$ cat src/rtl/core/battery_energy_mode_fsm_defines.svh
`ifndef BATTERY_ENERGY_MODE_FSM_DEFINES_SVH
`define BATTERY_ENERGY_MODE_FSM_DEFINES_SVH

// Same-cycle implication, sampled on clk, held off during rst
`define BEMF_ASSERT_NOW(label, ante, cons, msg) \
  label: assert property (@(posedge clk) disable iff (rst) (ante) |-> (cons)) \
    else $error(msg);

// Next-cycle implication, sampled on clk, held off during rst
`define BEMF_ASSERT_NEXT(label, ante, cons, msg) \
  label: assert property (@(posedge clk) disable iff (rst) (ante) |=> (cons)) \
    else $error(msg);

`endif

$ cat src/rtl/core/bemf_pkg.sv
package bemf_pkg;

  typedef enum logic [2:0] {
    MODE_STARTUP  = 3'd0,
    MODE_NORMAL   = 3'd1,
    MODE_LOW      = 3'd2,
    MODE_CRITICAL = 3'd3,
    MODE_SHUTDOWN = 3'd4
  } mode_t;

  localparam int unsigned AddrWidth = 4;
  localparam int unsigned DataWidth = 32;

  typedef logic [1:0] reg_idx_t;
  localparam reg_idx_t REG_SHUTDOWN_MV      = 2'd0;
  localparam reg_idx_t REG_CRITICAL_WAKE_MV = 2'd1;
  localparam reg_idx_t REG_OVERCHARGE_MV    = 2'd2;
  localparam reg_idx_t REG_SOLAR_WAKE_MW    = 2'd3;

  localparam logic [15:0] SHUTDOWN_MV_RST      = 16'd11000;
  localparam logic [15:0] CRITICAL_WAKE_MV_RST = 16'd11500;
  localparam logic [15:0] OVERCHARGE_MV_RST    = 16'd14400;
  localparam logic [19:0] SOLAR_WAKE_MW_RST    = 20'd1000;

  localparam logic [7:0] STARTUP_TICKS  = 8'd20;
  localparam logic [6:0] NORMAL_ENTRY   = 7'd30;
  localparam logic [6:0] CRITICAL_ENTRY = 7'd10;
  localparam logic [6:0] NORMAL_RETURN  = 7'd40;
  localparam logic [6:0] LOW_RETURN     = 7'd20;

  localparam int unsigned GREEN_BLINK_BIT = 2;
  localparam int unsigned RED_BLINK_BIT   = 3;

endpackage

$ cat src/rtl/core/bemf_ifs.sv
interface bemf_tick_if;
  logic        valid;
  logic        ready;
  logic [6:0]  charge_percent;
  logic [15:0] battery_mv;
  logic [19:0] solar_mw;

  modport source (output valid, charge_percent, battery_mv, solar_mw, input ready);
  modport sink   (input valid, charge_percent, battery_mv, solar_mw, output ready);
endinterface

interface bemf_result_if;
  logic       valid;
  logic       ready;
  logic       load_lighting;
  logic       load_middle;
  logic       load_radio_tv;
  logic       lamp_green;
  logic       lamp_orange;
  logic       led_red;
  logic [2:0] mode_code;

  modport source (
    output valid, load_lighting, load_middle, load_radio_tv,
           lamp_green, lamp_orange, led_red, mode_code,
    input  ready
  );
  modport sink (
    input  valid, load_lighting, load_middle, load_radio_tv,
           lamp_green, lamp_orange, led_red, mode_code,
    output ready
  );
endinterface

$ cat src/rtl/core/battery_energy_mode_fsm.sv
// Channel   Dir  Request contents
// -------   ---  ------------------------------------------------------------
// tick      in   charge_percent, battery_mv, solar_mw
// result    out  three load enables, three LED drives, mode_code
// apb       in   threshold register writes and reads (four registers)
//
// One request per clock: the mode update and the result are one level of
// compares between the input handshake and the result register.
// tick is taken whenever the result register is empty or being drained,
// so a stalled result only holds tick off for as long as it is not taken.
// rst (synchronous) returns startup mode, a zero counter, empty output and
// the default thresholds.
`include "battery_energy_mode_fsm_defines.svh"

module battery_energy_mode_fsm (
  input  logic                          clk,
  input  logic                          rst,
  input  logic                          psel,
  input  logic                          penable,
  input  logic                          pwrite,
  input  logic [bemf_pkg::AddrWidth-1:0] paddr,
  input  logic [bemf_pkg::DataWidth-1:0] pwdata,
  output logic [bemf_pkg::DataWidth-1:0] prdata,
  output logic                          pready,
  bemf_tick_if.sink                     tick,
  bemf_result_if.source                 result
);
  import bemf_pkg::*;

  logic [15:0] shutdown_mv;
  logic [15:0] critical_wake_mv;
  logic [15:0] overcharge_mv;
  logic [19:0] solar_wake_mw;

  mode_t       mode;
  mode_t       mode_next;
  logic [7:0]  tick_count;
  logic [7:0]  cnt_inc;

  logic        out_valid;
  logic        take;
  logic        cfg_wr;
  reg_idx_t    cfg_idx;

  logic        l0, l1, l2, g, o, r;
  logic        res_l0, res_l1, res_l2, res_g, res_o, res_r;
  mode_t       res_mode;

  assign pready  = 1'b1;
  assign cfg_wr  = psel && penable && pwrite && pready;
  assign cfg_idx = paddr[3:2];

  always_comb begin
    case (cfg_idx)
      REG_SHUTDOWN_MV:      prdata = {16'd0, shutdown_mv};
      REG_CRITICAL_WAKE_MV: prdata = {16'd0, critical_wake_mv};
      REG_OVERCHARGE_MV:    prdata = {16'd0, overcharge_mv};
      REG_SOLAR_WAKE_MW:    prdata = {12'd0, solar_wake_mw};
      default:              prdata = '0;
    endcase
  end

  always_ff @(posedge clk) begin
    if (rst) begin
      shutdown_mv      <= SHUTDOWN_MV_RST;
      critical_wake_mv <= CRITICAL_WAKE_MV_RST;
      overcharge_mv    <= OVERCHARGE_MV_RST;
      solar_wake_mw    <= SOLAR_WAKE_MW_RST;
    end else if (cfg_wr) begin
      case (cfg_idx)
        REG_SHUTDOWN_MV:      shutdown_mv      <= pwdata[15:0];
        REG_CRITICAL_WAKE_MV: critical_wake_mv <= pwdata[15:0];
        REG_OVERCHARGE_MV:    overcharge_mv    <= pwdata[15:0];
        REG_SOLAR_WAKE_MW:    solar_wake_mw    <= pwdata[19:0];
        default: ;
      endcase
    end
  end

  assign tick.ready = !out_valid || result.ready;
  assign take       = tick.valid && tick.ready;
  assign cnt_inc    = tick_count + 8'd1;

  // Load and lamp outputs follow the mode in force before the transition
  always_comb begin
    l0 = 1'b0; l1 = 1'b0; l2 = 1'b0;
    g  = 1'b0; o  = 1'b0; r  = 1'b0;
    mode_next = mode;
    case (mode)
      MODE_STARTUP: begin
        g = cnt_inc[GREEN_BLINK_BIT];
        if (cnt_inc > STARTUP_TICKS) begin
          if (tick.battery_mv > shutdown_mv) begin
            mode_next = (tick.charge_percent > NORMAL_ENTRY) ? MODE_NORMAL : MODE_LOW;
          end else begin
            mode_next = MODE_SHUTDOWN;
          end
        end
      end
      MODE_NORMAL: begin
        l0 = 1'b1; l1 = 1'b1; l2 = 1'b1; g = 1'b1;
        o  = tick.battery_mv > overcharge_mv;
        if (tick.charge_percent < CRITICAL_ENTRY) begin
          mode_next = MODE_CRITICAL;
        end else if (tick.charge_percent < NORMAL_ENTRY) begin
          mode_next = MODE_LOW;
        end
      end
      MODE_LOW: begin
        l0 = 1'b1; l1 = 1'b1; o = 1'b1;
        if (tick.charge_percent < CRITICAL_ENTRY) begin
          mode_next = MODE_CRITICAL;
        end else if (tick.charge_percent > NORMAL_RETURN) begin
          mode_next = MODE_NORMAL;
        end
      end
      MODE_CRITICAL: begin
        l0 = 1'b1; r = 1'b1;
        // low-voltage shutdown wins over charge recovery
        if (tick.battery_mv < shutdown_mv) begin
          mode_next = MODE_SHUTDOWN;
        end else if (tick.charge_percent > LOW_RETURN) begin
          mode_next = MODE_LOW;
        end
      end
      MODE_SHUTDOWN: begin
        r = cnt_inc[RED_BLINK_BIT];
        if (tick.solar_mw > solar_wake_mw && tick.battery_mv > critical_wake_mv) begin
          mode_next = MODE_CRITICAL;
        end
      end
      default: mode_next = MODE_STARTUP;
    endcase
  end

  always_ff @(posedge clk) begin
    if (rst) begin
      mode       <= MODE_STARTUP;
      tick_count <= 8'd0;
      out_valid  <= 1'b0;
    end else begin
      if (take) begin
        mode       <= mode_next;
        tick_count <= (mode_next != mode) ? 8'd0 : cnt_inc;
        out_valid  <= 1'b1;
      end else if (result.ready) begin
        out_valid  <= 1'b0;
      end
    end
  end

  always_ff @(posedge clk) begin
    if (take) begin
      res_l0   <= l0;
      res_l1   <= l1;
      res_l2   <= l2;
      res_g    <= g;
      res_o    <= o;
      res_r    <= r;
      res_mode <= mode_next;
    end
  end

  assign result.valid         = out_valid;
  assign result.load_lighting = res_l0;
  assign result.load_middle   = res_l1;
  assign result.load_radio_tv = res_l2;
  assign result.lamp_green    = res_g;
  assign result.lamp_orange   = res_o;
  assign result.led_red       = res_r;
  assign result.mode_code     = res_mode;

  `BEMF_ASSERT_NEXT(a_change_clears_count, take && (mode_next != mode), tick_count == 8'd0, "mode change did not clear the tick counter")
  `BEMF_ASSERT_NOW(a_result_tracks_mode, out_valid, result.mode_code == mode, "pending result mode differs from mode register")
  `BEMF_ASSERT_NEXT(a_idle_state_holds, !take, $stable(mode) && $stable(tick_count), "state moved without an accepted tick")
  `BEMF_ASSERT_NOW(a_startup_bounded, mode == MODE_STARTUP, tick_count <= STARTUP_TICKS, "startup counter ran past its limit")

endmodule
$ cat src/flat_wrapper.sv
// flat-port wrapper written by rule: the top's interface ports become plain ports
module battery_energy_mode_fsm_flat import bemf_pkg::*;
  (clk, rst, psel, penable, pwrite, paddr, pwdata, prdata, pready, tick_valid, tick_charge_percent, tick_battery_mv, tick_solar_mw, tick_ready, result_valid, result_load_lighting, result_load_middle, result_load_radio_tv, result_lamp_green, result_lamp_orange, result_led_red, result_mode_code, result_ready);
  bemf_tick_if tick_i ();
  bemf_result_if result_i ();
  input  logic clk;
  input  logic rst;
  input  logic psel;
  input  logic penable;
  input  logic pwrite;
  input  logic [bemf_pkg::AddrWidth-1:0] paddr;
  input  logic [bemf_pkg::DataWidth-1:0] pwdata;
  output logic [bemf_pkg::DataWidth-1:0] prdata;
  output logic pready;
  input wire logic [$bits(tick_i.valid)-1:0] tick_valid;
  input wire logic [$bits(tick_i.charge_percent)-1:0] tick_charge_percent;
  input wire logic [$bits(tick_i.battery_mv)-1:0] tick_battery_mv;
  input wire logic [$bits(tick_i.solar_mw)-1:0] tick_solar_mw;
  output wire logic [$bits(tick_i.ready)-1:0] tick_ready;
  output wire logic [$bits(result_i.valid)-1:0] result_valid;
  output wire logic [$bits(result_i.load_lighting)-1:0] result_load_lighting;
  output wire logic [$bits(result_i.load_middle)-1:0] result_load_middle;
  output wire logic [$bits(result_i.load_radio_tv)-1:0] result_load_radio_tv;
  output wire logic [$bits(result_i.lamp_green)-1:0] result_lamp_green;
  output wire logic [$bits(result_i.lamp_orange)-1:0] result_lamp_orange;
  output wire logic [$bits(result_i.led_red)-1:0] result_led_red;
  output wire logic [$bits(result_i.mode_code)-1:0] result_mode_code;
  input wire logic [$bits(result_i.ready)-1:0] result_ready;
  assign tick_i.valid = tick_valid;
  assign tick_i.charge_percent = tick_charge_percent;
  assign tick_i.battery_mv = tick_battery_mv;
  assign tick_i.solar_mw = tick_solar_mw;
  assign tick_ready = tick_i.ready;
  assign result_valid = result_i.valid;
  assign result_load_lighting = result_i.load_lighting;
  assign result_load_middle = result_i.load_middle;
  assign result_load_radio_tv = result_i.load_radio_tv;
  assign result_lamp_green = result_i.lamp_green;
  assign result_lamp_orange = result_i.lamp_orange;
  assign result_led_red = result_i.led_red;
  assign result_mode_code = result_i.mode_code;
  assign result_i.ready = result_ready;
  battery_energy_mode_fsm u_core (.clk(clk), .rst(rst), .psel(psel), .penable(penable), .pwrite(pwrite), .paddr(paddr), .pwdata(pwdata), .prdata(prdata), .pready(pready), .tick(tick_i), .result(result_i));
endmodule
$ cat config.mk
export PLATFORM = sky130hd
export DESIGN_NAME = battery_energy_mode_fsm_flat
export DESIGN_NICKNAME = d
export VERILOG_FILES = /design/src/rtl/core/bemf_pkg.sv /design/src/rtl/core/bemf_ifs.sv /design/src/rtl/core/battery_energy_mode_fsm.sv /design/src/flat_wrapper.sv
export VERILOG_INCLUDE_DIRS = /design/src /design/src/rtl/core
export SDC_FILE = /design/constraint.sdc
export NUM_CORES = 1
export LEC_CHECK = 0
export ABC_AREA = 1
export BUFFER_PORTS_ARGS = -buffer_cell sky130_fd_sc_hd__buf_2
export CORE_ASPECT_RATIO = 0.6
export CORE_MARGIN = 4
export CORE_UTILIZATION = 33
export CTS_BUF_LIST = sky130_fd_sc_hd__clkbuf_4 sky130_fd_sc_hd__clkbuf_8
export DETAILED_ROUTE_END_ITERATION = 7
export HOLD_SLACK_MARGIN = 0.06
export PLACE_DENSITY = 0.5
export REMOVE_ABC_BUFFERS = 1
export SLEW_MARGIN = 5
export SYNTH_ARGS = -nofsm -noshare
export SYNTH_HDL_FRONTEND = slang
export SYNTH_SLANG_ARGS = --single-unit
$ cat constraint.sdc
create_clock -name clk -period 2.8 [get_ports clk]
set_clock_uncertainty 0.1 [all_clocks]
set_input_delay 0.28 -clock clk [delete_from_list [all_inputs] [get_ports clk]]
set_output_delay 0.28 -clock clk [all_outputs]
set_load 0.01 [all_outputs]
Word level (Yosys, flattened, before mapping)
Index checks and enable logic that the tools add are counted.

word-level totals
  output and inout port bits = 44
  bits in registers = 89
  bits of input ports = 86

operators by class
  add/sub/neg operators = 1
  reduce and logical (&&, ||, !) cells = 15
  mux-type cells = 21
  eq/ne operators = 8
  $lt $le $gt $ge = 11

operators with widths
  kind                                                number
  case mux 32 bit (4 select lines)                    1
  > comparator 16 bit                                 3
  2-to-1 mux 3 bit                                    9
  > comparator 20 bit                                 1
  < comparator 16 bit                                 1
  case mux 3 bit (5 select lines)                     1
  > comparator 7 x 5 -> 1 bit, second input constant  2
  adder 8 x 1 -> 8 bit, second input constant         1
  > comparator 8 x 5 -> 1 bit, second input constant  1
  2-to-1 mux 8 bit                                    1
  AND reduction 2 bit                                 4
  > comparator 7 x 6 -> 1 bit, second input constant  1
  < comparator 7 x 4 -> 1 bit, second input constant  1
  < comparator 7 x 5 -> 1 bit, second input constant  1
  == test 3 x 2 -> 1 bit, second input constant       2
  case mux 1 bit (2 select lines)                     3
  2-to-1 mux 1 bit                                    5
  == test 2 bit, second input constant                2
  logical AND 1 bit                                   4
  == test 3 x 1 -> 1 bit, second input constant       1
  == test 3 bit, second input constant                1
  logical NOT 3 bit                                   1
  != test 3 bit                                       1
  OR reduction 3 bit                                  1
  other kinds (7)                                     7

Depth between registers and ports, before layout
Gate-level depths: netlist of the first run.

  word-level depth = 7
  mapped depth = 19

Worst setup path before layout of the first run
No wires, ideal clock.

  path kind = reg2reg
  start = register u_core.shutdown_mv[9]
  end = register u_core.tick_count[3]
  path buffers = 0
  arrival = 1.756 ns
  clock period less this slack = 1.926 ns
  cell stages (with the launch flop) = 14
  path slack = 0.874 ns
  data required time = 2.630 ns
  path through = dfxtp_1 > inv_1 > ha_1 > nand2_1 > nand2_1 > nand3_1 > nand2_1 > a21oi_1 > nand2_2 > a21oi_1 > nand4_1 > nand2_4 > nand4_1 > a21oi_1

on the way
  word-level cells in the longest chain between the ends = 6
  elaborated cells between the ends (all ways) = 8
  those cells by class = order compare: 2; eq/ne: 1; mux: 5

RTL lines
  element                            line                            source
  start: declaration                 battery_energy_mode_fsm.sv:30   logic [15:0] shutdown_mv;
  start signal: assignment           battery_energy_mode_fsm.sv:71   REG_SHUTDOWN_MV: shutdown_mv <= pwdata[15:0];
  > comparator 16 bit                battery_energy_mode_fsm.sv:93   if (tick.battery_mv > shutdown_mv) begin
  2-to-1 mux 3 bit                   battery_energy_mode_fsm.sv:93
  2-to-1 mux 3 bit                   battery_energy_mode_fsm.sv:92   if (cnt_inc > STARTUP_TICKS) begin
  case mux 3 bit (5 select lines) *  battery_energy_mode_fsm.sv:89   case (mode)
  != test 3 bit *                    battery_energy_mode_fsm.sv:144  tick_count <= (mode_next != mode) ? 8'd0 : cnt_inc;
  2-to-1 mux 8 bit *                 battery_energy_mode_fsm.sv:144
  end signal: assignment             battery_energy_mode_fsm.sv:144
  end: declaration                   battery_energy_mode_fsm.sv:37   logic [7:0] tick_count;

Mark *: on every way between the ends. The rest lies on a longest branch, timed or not.
A chain may end at the register's enable or synchronous reset.

Worst setup path after layout of the first run
  start = register u_core.shutdown_mv[9]
  end = register u_core.tick_count[6]

Same word-level chain as after synthesis.

==> qor.tcl, run 1 <==
set qor(area_delta_synth_final_pct) 16.1
set qor(post-route-period-util) 0.902
set qor(drtIter0Drc) 376
set qor(cts-hold-fix-buffers) 0
set qor(drt_pass1_iterations) 5
set qor(synth_edf_count) 9
set qor(power_density_nw_per_um2) 409
set qor(antenna_cells_inserted) 0
set qor(finalHoldViolations) 0
set qor(place.detailed.hpwl_um) 14100
set qor(p_leak_nw) 3.26
set qor(synth_top_cells_by_count) {148 x nand2_1, 116 x inv_1, 91 x a21oi_1}
set qor(critPathCaptureType) {register}
set qor(cts_tree) {built}
set qor(clkLatencyLatePin_ns) 0.37
set qor(detailroute.via_count) 5355
set qor(synthesis.area_per_instance_um2) 7.24
set qor(clockRootBuffer) {clkbuf_8}
set qor(setup_viol) 0
set qor(synth.area.top_cells) {dfxtp_1 27%, ha_1 15%, nand2_1 9.5%, a21oi_1 7.8%, inv_1 7.5%}
set qor(synth.cell_area_um2) 5830
set qor(effective_utilization_at_floorplan) 0.338
set qor(row_count) 37
set qor(cts_repair_resize_count) 0
set qor(first_pass_grt_wire_length_um) 28700
set qor(cts.sinks) 89
set qor(setup_tns_ns) 0
set qor(globalRouteTotalUtil) 0.181
set qor(grt.overflow.total) 0
set qor(clock_path_buffers) 2
set qor(timing_worst_setup_path_type) {register to register}
set qor(post_synth_top_area_cell) {dfxtp_1}
set qor(yosysSeqAreaShare) 0.321
set qor(syn-instance-count) 805
set qor(pin_count) 130
set qor(port-buffer-count) 102
set qor(core_region_area_um2) 17200
set qor(fmax_ghz) 0.396
set qor(yosys_warnings) 0
set qor(first_global_vias) 4933
set qor(antenna_found_initial) 0
set qor(viasPerCell) 4.67
set qor(wl_per_cell_um) 15.7
set qor(gpl.final_weighted_congestion) 0.850
set qor(post_route_wl_um) 18000
set qor(hp-class) {input pin to register}
set qor(drcViolationCount) 0
set qor(design.die.area_um2) 19900
set qor(final.fill_count) 1887
set qor(synth_top_flop_cell) {dfxtp_1}
set qor(post-cts-setup-buffer-count) 0
set qor(die_height_um) 111
set qor(post-synth-top-count-cell) {nand2_1}
set qor(async_flop_share) 0
set qor(final_net_count) 1063
set qor(htree_num_levels) 3
set qor(peakVddDrop_uv) 203
set qor(path_max_fanout) 8
set qor(final_period_minus_worst_setup_slack_ns) 2.52
set qor(clk_pin_slew_worst_paths_ns) 0.10
set qor(cap_violations) 0
set qor(rsz0062_at_grt) {no}
set qor(clock_buffer_count_from_cts) 9
set qor(synth_cell_types) 37
set qor(outcome) {complete, no violations}
set qor(timing_max_transition_violations_final) 0
set qor(synth.ff_latch_count) 89
set qor(die_x_um) 180
set qor(headroom_to_the_max_slew_limit) 0.507
set qor(dp_worst_setup_slack_ns) 0.268
set qor(worst-endpoint-arrival_ns) 2.73
set qor(postRouteAntennaNets) 0
set qor(timing_worst_slew_pin_value_ns) 0.738
set qor(grt_max_degree) 71
set qor(required_ns) 3.00
set qor(drive_above_1_share) 0.182
set qor(synthDominantCellAreaShare) 0.275
set qor(worst_setup_path_start_kind) {register}
set qor(finalWorstSetupSlack_ns) 0.275
registers in the layout, summed over array words and instances, names as in the netlist:
| name | flops |
|---|---|
| u_core.mode | 3 |
| u_core.result.led_red | 1 |
| u_core.result.mode_code | 3 |
| u_core.result.lamp_orange | 1 |
| u_core.result.valid | 1 |
| u_core.solar_wake_mw | 20 |
| u_core.result.load_radio_tv | 1 |
| u_core.result.load_lighting | 1 |
| u_core.shutdown_mv | 16 |
| u_core.result.lamp_green | 1 |
| u_core.tick_count | 8 |
| u_core.critical_wake_mv | 16 |
| u_core.result.load_middle | 1 |
| u_core.overcharge_mv | 16 |
cell families (layout without fill, tap and decap cells):
| group | Yosys count | after routing | share of synthesized area |
|---|---|---|---|
| simple gates | 267 | 267 | 0.207 |
| flops | 89 | 89 | 0.321 |
| other cells | 2 | 13 | 0.00129 |
| fa+ha+maj | 70 | 70 | 0.150 |
| buf+inv | 159 | 255 | 0.113 |
| compound gates | 218 | 218 | 0.207 |
worst max-delay path: stages, from the launching register on:
cell and delay (ns):
dfxtp_1 0.32, inv_1 0.07, ha_1 0.29, nand2_1 0.07
nand2_1 0.04, nand3_1 0.06, nand2_1 0.12, a21oi_1 0.36
nand2_2 0.14, a21oi_1 0.28, nand4_1 0.20, nand2_4 0.16
nand4_1 0.12, a21oi_1 0.14
layout by cell type, fill, tap and decap left out, drive strengths merged:
| master | n |
|---|---|
| nand3 | 24 |
| nor3 | 3 |
| nor2 | 62 |
| dlygate4sd3 | 1 |
| edfxtp | 9 |
| buf | 115 |
| o21a | 1 |
| a21boi | 1 |
| dfxtp | 80 |
| nand3b | 1 |
| clkinvlp | 1 |
| a211oi | 3 |
| clkinv | 2 |
| conb | 13 |
| o21ai | 82 |
| a21oi | 93 |
| clkbuf | 11 |
| nand2 | 159 |
| o211ai | 28 |
| inv | 125 |
| o31ai | 2 |
| ha | 70 |
| a21o | 4 |
| nand4 | 18 |
| o22ai | 4 |
area by class of cell:
cell class / count / area, um^2 / area share
flip-flops and latches: 89 / 1870 / 0.277
inverters: 123 / 462 / 0.0683
multi-input cells: 568 / 3340 / 0.494
well taps: 234 / 293 / 0.0433
clock buffers: 11 / 145 / 0.0215
clock inverters: 5 / 36.3 / 0.00536
repair buffers: 116 / 618 / 0.0914
report_power, final:
| group | leakage, nW | internal, mW | switching, mW | total (mW) |
|---|---|---|---|---|
| clock | 0.0941 | 0.364 | 0.509 | 0.872 |
| sequential | 0.740 | 1.33 | 0.0182 | 1.35 |
| combinational | 2.43 | 0.193 | 0.353 | 0.546 |
per-stage QoR:
step | hold slack, ns | area [um^2] | instances | utilization | total power [mW]
floorplan | 0.249 | 5670 | 780 | - | 1.69
global placement | 0.366 | 6570 | 1129 | 0.382 | 1.92
detailed placement | 0.371 | 6570 | 1129 | 0.382 | 1.92
finish | 0.0738 | 6760 | 1146 | 0.393 | 2.77
global route | 0.0662 | 6760 | 1146 | 0.393 | 2.94
CTS | 0.0606 | 6750 | 1145 | 0.392 | 2.80
path summary, 6_finish.rpt:
kind | startpoint | endpoint | slack, ns | cells past startpoint
worst max-delay path | u_core.shutdown_mv[9]$_SDFFE_PP1P_ | u_core.tick_count[6]$_SDFFE_PP0P_ | 0.28 | 13
worst min-delay path | pwdata[12] | u_core.overcharge_mv[12]$_SDFFE_PP1P_ | 0.07 | 3
worst max register to register | u_core.shutdown_mv[9]$_SDFFE_PP1P_ | u_core.tick_count[6]$_SDFFE_PP0P_ | 0.28 | 13
worst min register to register | u_core.overcharge_mv[4]$_SDFFE_PP0P_ | u_core.overcharge_mv[4]$_SDFFE_PP0P_ | 0.38 | 2
metal layers:
metal / global-route usage / vias to the layer above / share of wire
met5: 0 / - / 0
met4: 0.0228 / 0 / 0.0049
met3: 0.0403 / 8 / 0.052
met2: 0.218 / 143 / 0.34
met1: 0.314 / 2336 / 0.60
li1: - / 2868 / -
(Power assumes the default switching activity.)
==> inputs of run 2 (changes only) <==
CORE_UTILIZATION = 57   (was 33)
PLACE_DENSITY = 0.85   (was 0.5)
==> qor.tcl, run 2 (synthesis gave the netlist of run 1 again) <==
set qor(drtIter0Drc) 497 ;# +32%
set qor(postRouteAntennaNets) 0 ;# unchanged
set qor(clockRootBuffer) {clkbuf_8}
set qor(sw_frac_of_total) 0.291 ;# -0.0269
set qor(grt.overflow.total) 0 ;# unchanged
set qor(cts_repair_resize_count) 0 ;# unchanged
set qor(clk_pin_slew_worst_paths_ns) 0.09 ;# about the same
set qor(timing_worst_setup_path_type) {register to register}
set qor(fmax_ghz) 0.406 ;# +2.5%
set qor(post_route_wl_um) 16200 ;# -10%
set qor(first_global_vias) 5154 ;# +4.5%
set qor(clock_path_buffers) 2 ;# unchanged
set qor(final_net_count) 1062 ;# -0.094%
set qor(finalHoldViolations) 0 ;# unchanged
set qor(area_delta_synth_final_pct) 14.6
set qor(post-cts-setup-buffer-count) 0 ;# unchanged
set qor(post-route-period-util) 0.880 ;# -0.0222
set qor(grt_max_degree) 42 ;# -41%
set qor(viasPerCell) 5.52 ;# +18%
set qor(regMostFlops) {u_core.solar_wake_mw}
set qor(rsz0062_at_grt) {no}
set qor(antenna_found_initial) 1 ;# +1
set qor(htree_num_levels) 3 ;# unchanged
set qor(peakVddDrop_uv) 247 ;# +21%
set qor(globalRouteTotalUtil) 0.270 ;# +0.0890
set qor(path_max_fanout) 8 ;# unchanged
set qor(timing_worst_slew_pin_value_ns) 0.769 ;# +0.0312 ns
set qor(launch_instance_of_the_worst_register_to_register_path) {u_core.shutdown_mv[9]$_SDFFE_PP1P_}
set qor(row_count) 28 ;# -24%
set qor(cts.sinks) 89 ;# unchanged
set qor(hp-class) {input pin to register}
set qor(final_period_minus_worst_setup_slack_ns) 2.46 ;# -0.0620 ns
set qor(port-buffer-count) 102 ;# unchanged
set qor(flip_flop_count_of_the_largest_register_all_copies_and_words_added) 20 ;# unchanged
set qor(die_x_um) 139 ;# -23%
set qor(drt_pass1_iterations) 5 ;# unchanged
set qor(p_clk_frac) 0.351 ;# +0.036
set qor(timing_max_transition_violations_final) 0 ;# unchanged
set qor(wl_per_cell_um) 15.5 ;# -1.7%
set qor(worst_setup_path_start_kind) {register}
set qor(headroom_to_the_max_slew_limit) 0.486 ;# -0.0208
set qor(setup_viol) 0 ;# unchanged
set qor(antenna_cells_inserted) 0 ;# unchanged
set qor(crit_start) {u_core.shutdown_mv[9]$_SDFFE_PP1P_}
set qor(cap_violations) 0 ;# unchanged
set qor(p_leak_nw) 3.27 ;# +0.28%
set qor(core_region_area_um2) 9910 ;# -42%
set qor(clkLatencyLatePin_ns) 0.38 ;# about the same
set qor(drive_above_1_share) 0.179 ;# -0.00290
set qor(gpl.final_weighted_congestion) 0.938 ;# +10%
set qor(detailroute.via_count) 5764 ;# +7.6%
set qor(power_density_nw_per_um2) 434 ;# +6.3%
set qor(outcome) {complete, no violations}
set qor(combinationalPowerShare) 0.184 ;# -0.014
set qor(critPathCaptureType) {register}
set qor(place.detailed.hpwl_um) 12200 ;# -14%
set qor(design.die.area_um2) 12000 ;# -40%
set qor(worst-endpoint-arrival_ns) 2.67 ;# -0.06 ns
set qor(drcViolationCount) 0 ;# unchanged
set qor(final_cell_mix) {148 x nand2_1, 116 x inv_1, 102 x buf_2}
set qor(die_height_um) 86.3 ;# -22%
set qor(seqPwrFrac) 0.465 ;# -0.022
set qor(min_from) {pwdata[8]}
set qor(required_ns) 3.01 ;# about the same
set qor(first_pass_grt_wire_length_um) 25700 ;# -10%
set qor(netSwitchingPower_mw) 0.845 ;# -4.0%
set qor(internal_power_mw) 2.06 ;# +9.0%
set qor(clock_buffer_count_from_cts) 9 ;# unchanged
set qor(layout_commonest_cell) {nand2_1}
set qor(cts_tree) {built}
set qor(effective_utilization_at_floorplan) 0.588 ;# +0.249
set qor(setup_tns_ns) 0 ;# unchanged
set qor(pin_count) 130 ;# unchanged
set qor(overall_power_of_the_completed_layout_mw) 2.90 ;# +4.9%
-- run 2: changes by cell type in the layout (fill, tap and decap cells not counted) --
cell / change
buf_4: -2
bufinv_16: +2
inv_4: -1
dlygate4sd3_1: +1
inv_6: -1
clkinv_2: -1
-- run 2: final cells by class --
class                           count  area [um^2]
Clock buffer                       11          145
Clock inverter                      4         76.3
Fill cell                         886         3240
Inverter                          123          462
Multi-Input combinational cell    568         3340
Sequential cell                    89         1870
Tap cell                          135          169
Timing Repair Buffer              115          613
-- run 2: through the flow --
stage          std cells  hold WS, ns  instance area (um^2)  setup WS [ns]  utilization
2_1_floorplan        780        0.249                  5670          0.822            -
3_3_place_gp        1028        0.368                  6430          0.463        0.649
3_5_place_dp        1028        0.375                  6430          0.397        0.649
4_1_cts             1045       0.0615                  6680          0.436        0.673
5_1_grt             1045       0.0817                  6680          0.187        0.673
6_report            1045       0.0718                  6680          0.337        0.673
-- run 2: critical path, stage by stage (launching register included) --
cell and delay (ns):
dfxtp_1 0.31, inv_1 0.07, ha_1 0.30, nand2_1 0.07, nand2_1 0.04, nand3_1 0.06, nand2_1 0.10, a21oi_1 0.31
nand2_2 0.15, a21oi_1 0.27, nand4_1 0.19, nand2_4 0.15, nand4_1 0.13, a21oi_1 0.14
-- run 2: power groups by stage --
stage	Combinational (mW)	Clock (mW)	Sequential, mW
2_1_floorplan	0.306	0	1.38
6_report	0.533	1.02	1.35
5_1_grt	0.600	1.07	1.35
3_3_place_gp	0.504	0	1.38
3_5_place_dp	0.518	0	1.38
4_1_cts	0.526	1.02	1.35
-- run 2: worst paths after layout --
path / to / slack [ns] / cells past startpoint
worst min-delay path: u_core.solar_wake_mw[8]$_SDFFE_PP1P_ / 0.07 / 3
worst max register to register: u_core.tick_count[5]$_SDFFE_PP0P_ / 0.34 / 13
worst min register to register: u_core.solar_wake_mw[18]$_SDFFE_PP0P_ / 0.39 / 2
worst max-delay path: u_core.tick_count[5]$_SDFFE_PP0P_ / 0.34 / 13
-- run 2: repair_timing --
item,4_1_cts,5_1_grt
endpoints found under the setup margin,0,0
hold buffers,2,0
hold endpoints to repair,3,0
-- run 2: per-layer routing --
metal	part of all wire	track usage	wire length (um)	vias to the layer above
met5	0.00043	0	7	-
met4	0.020	0.0888	331	2
met3	0.12	0.0761	1930	32
met2	0.39	0.376	6230	309
met1	0.47	0.399	7650	2555
li1	-	-	-	2866
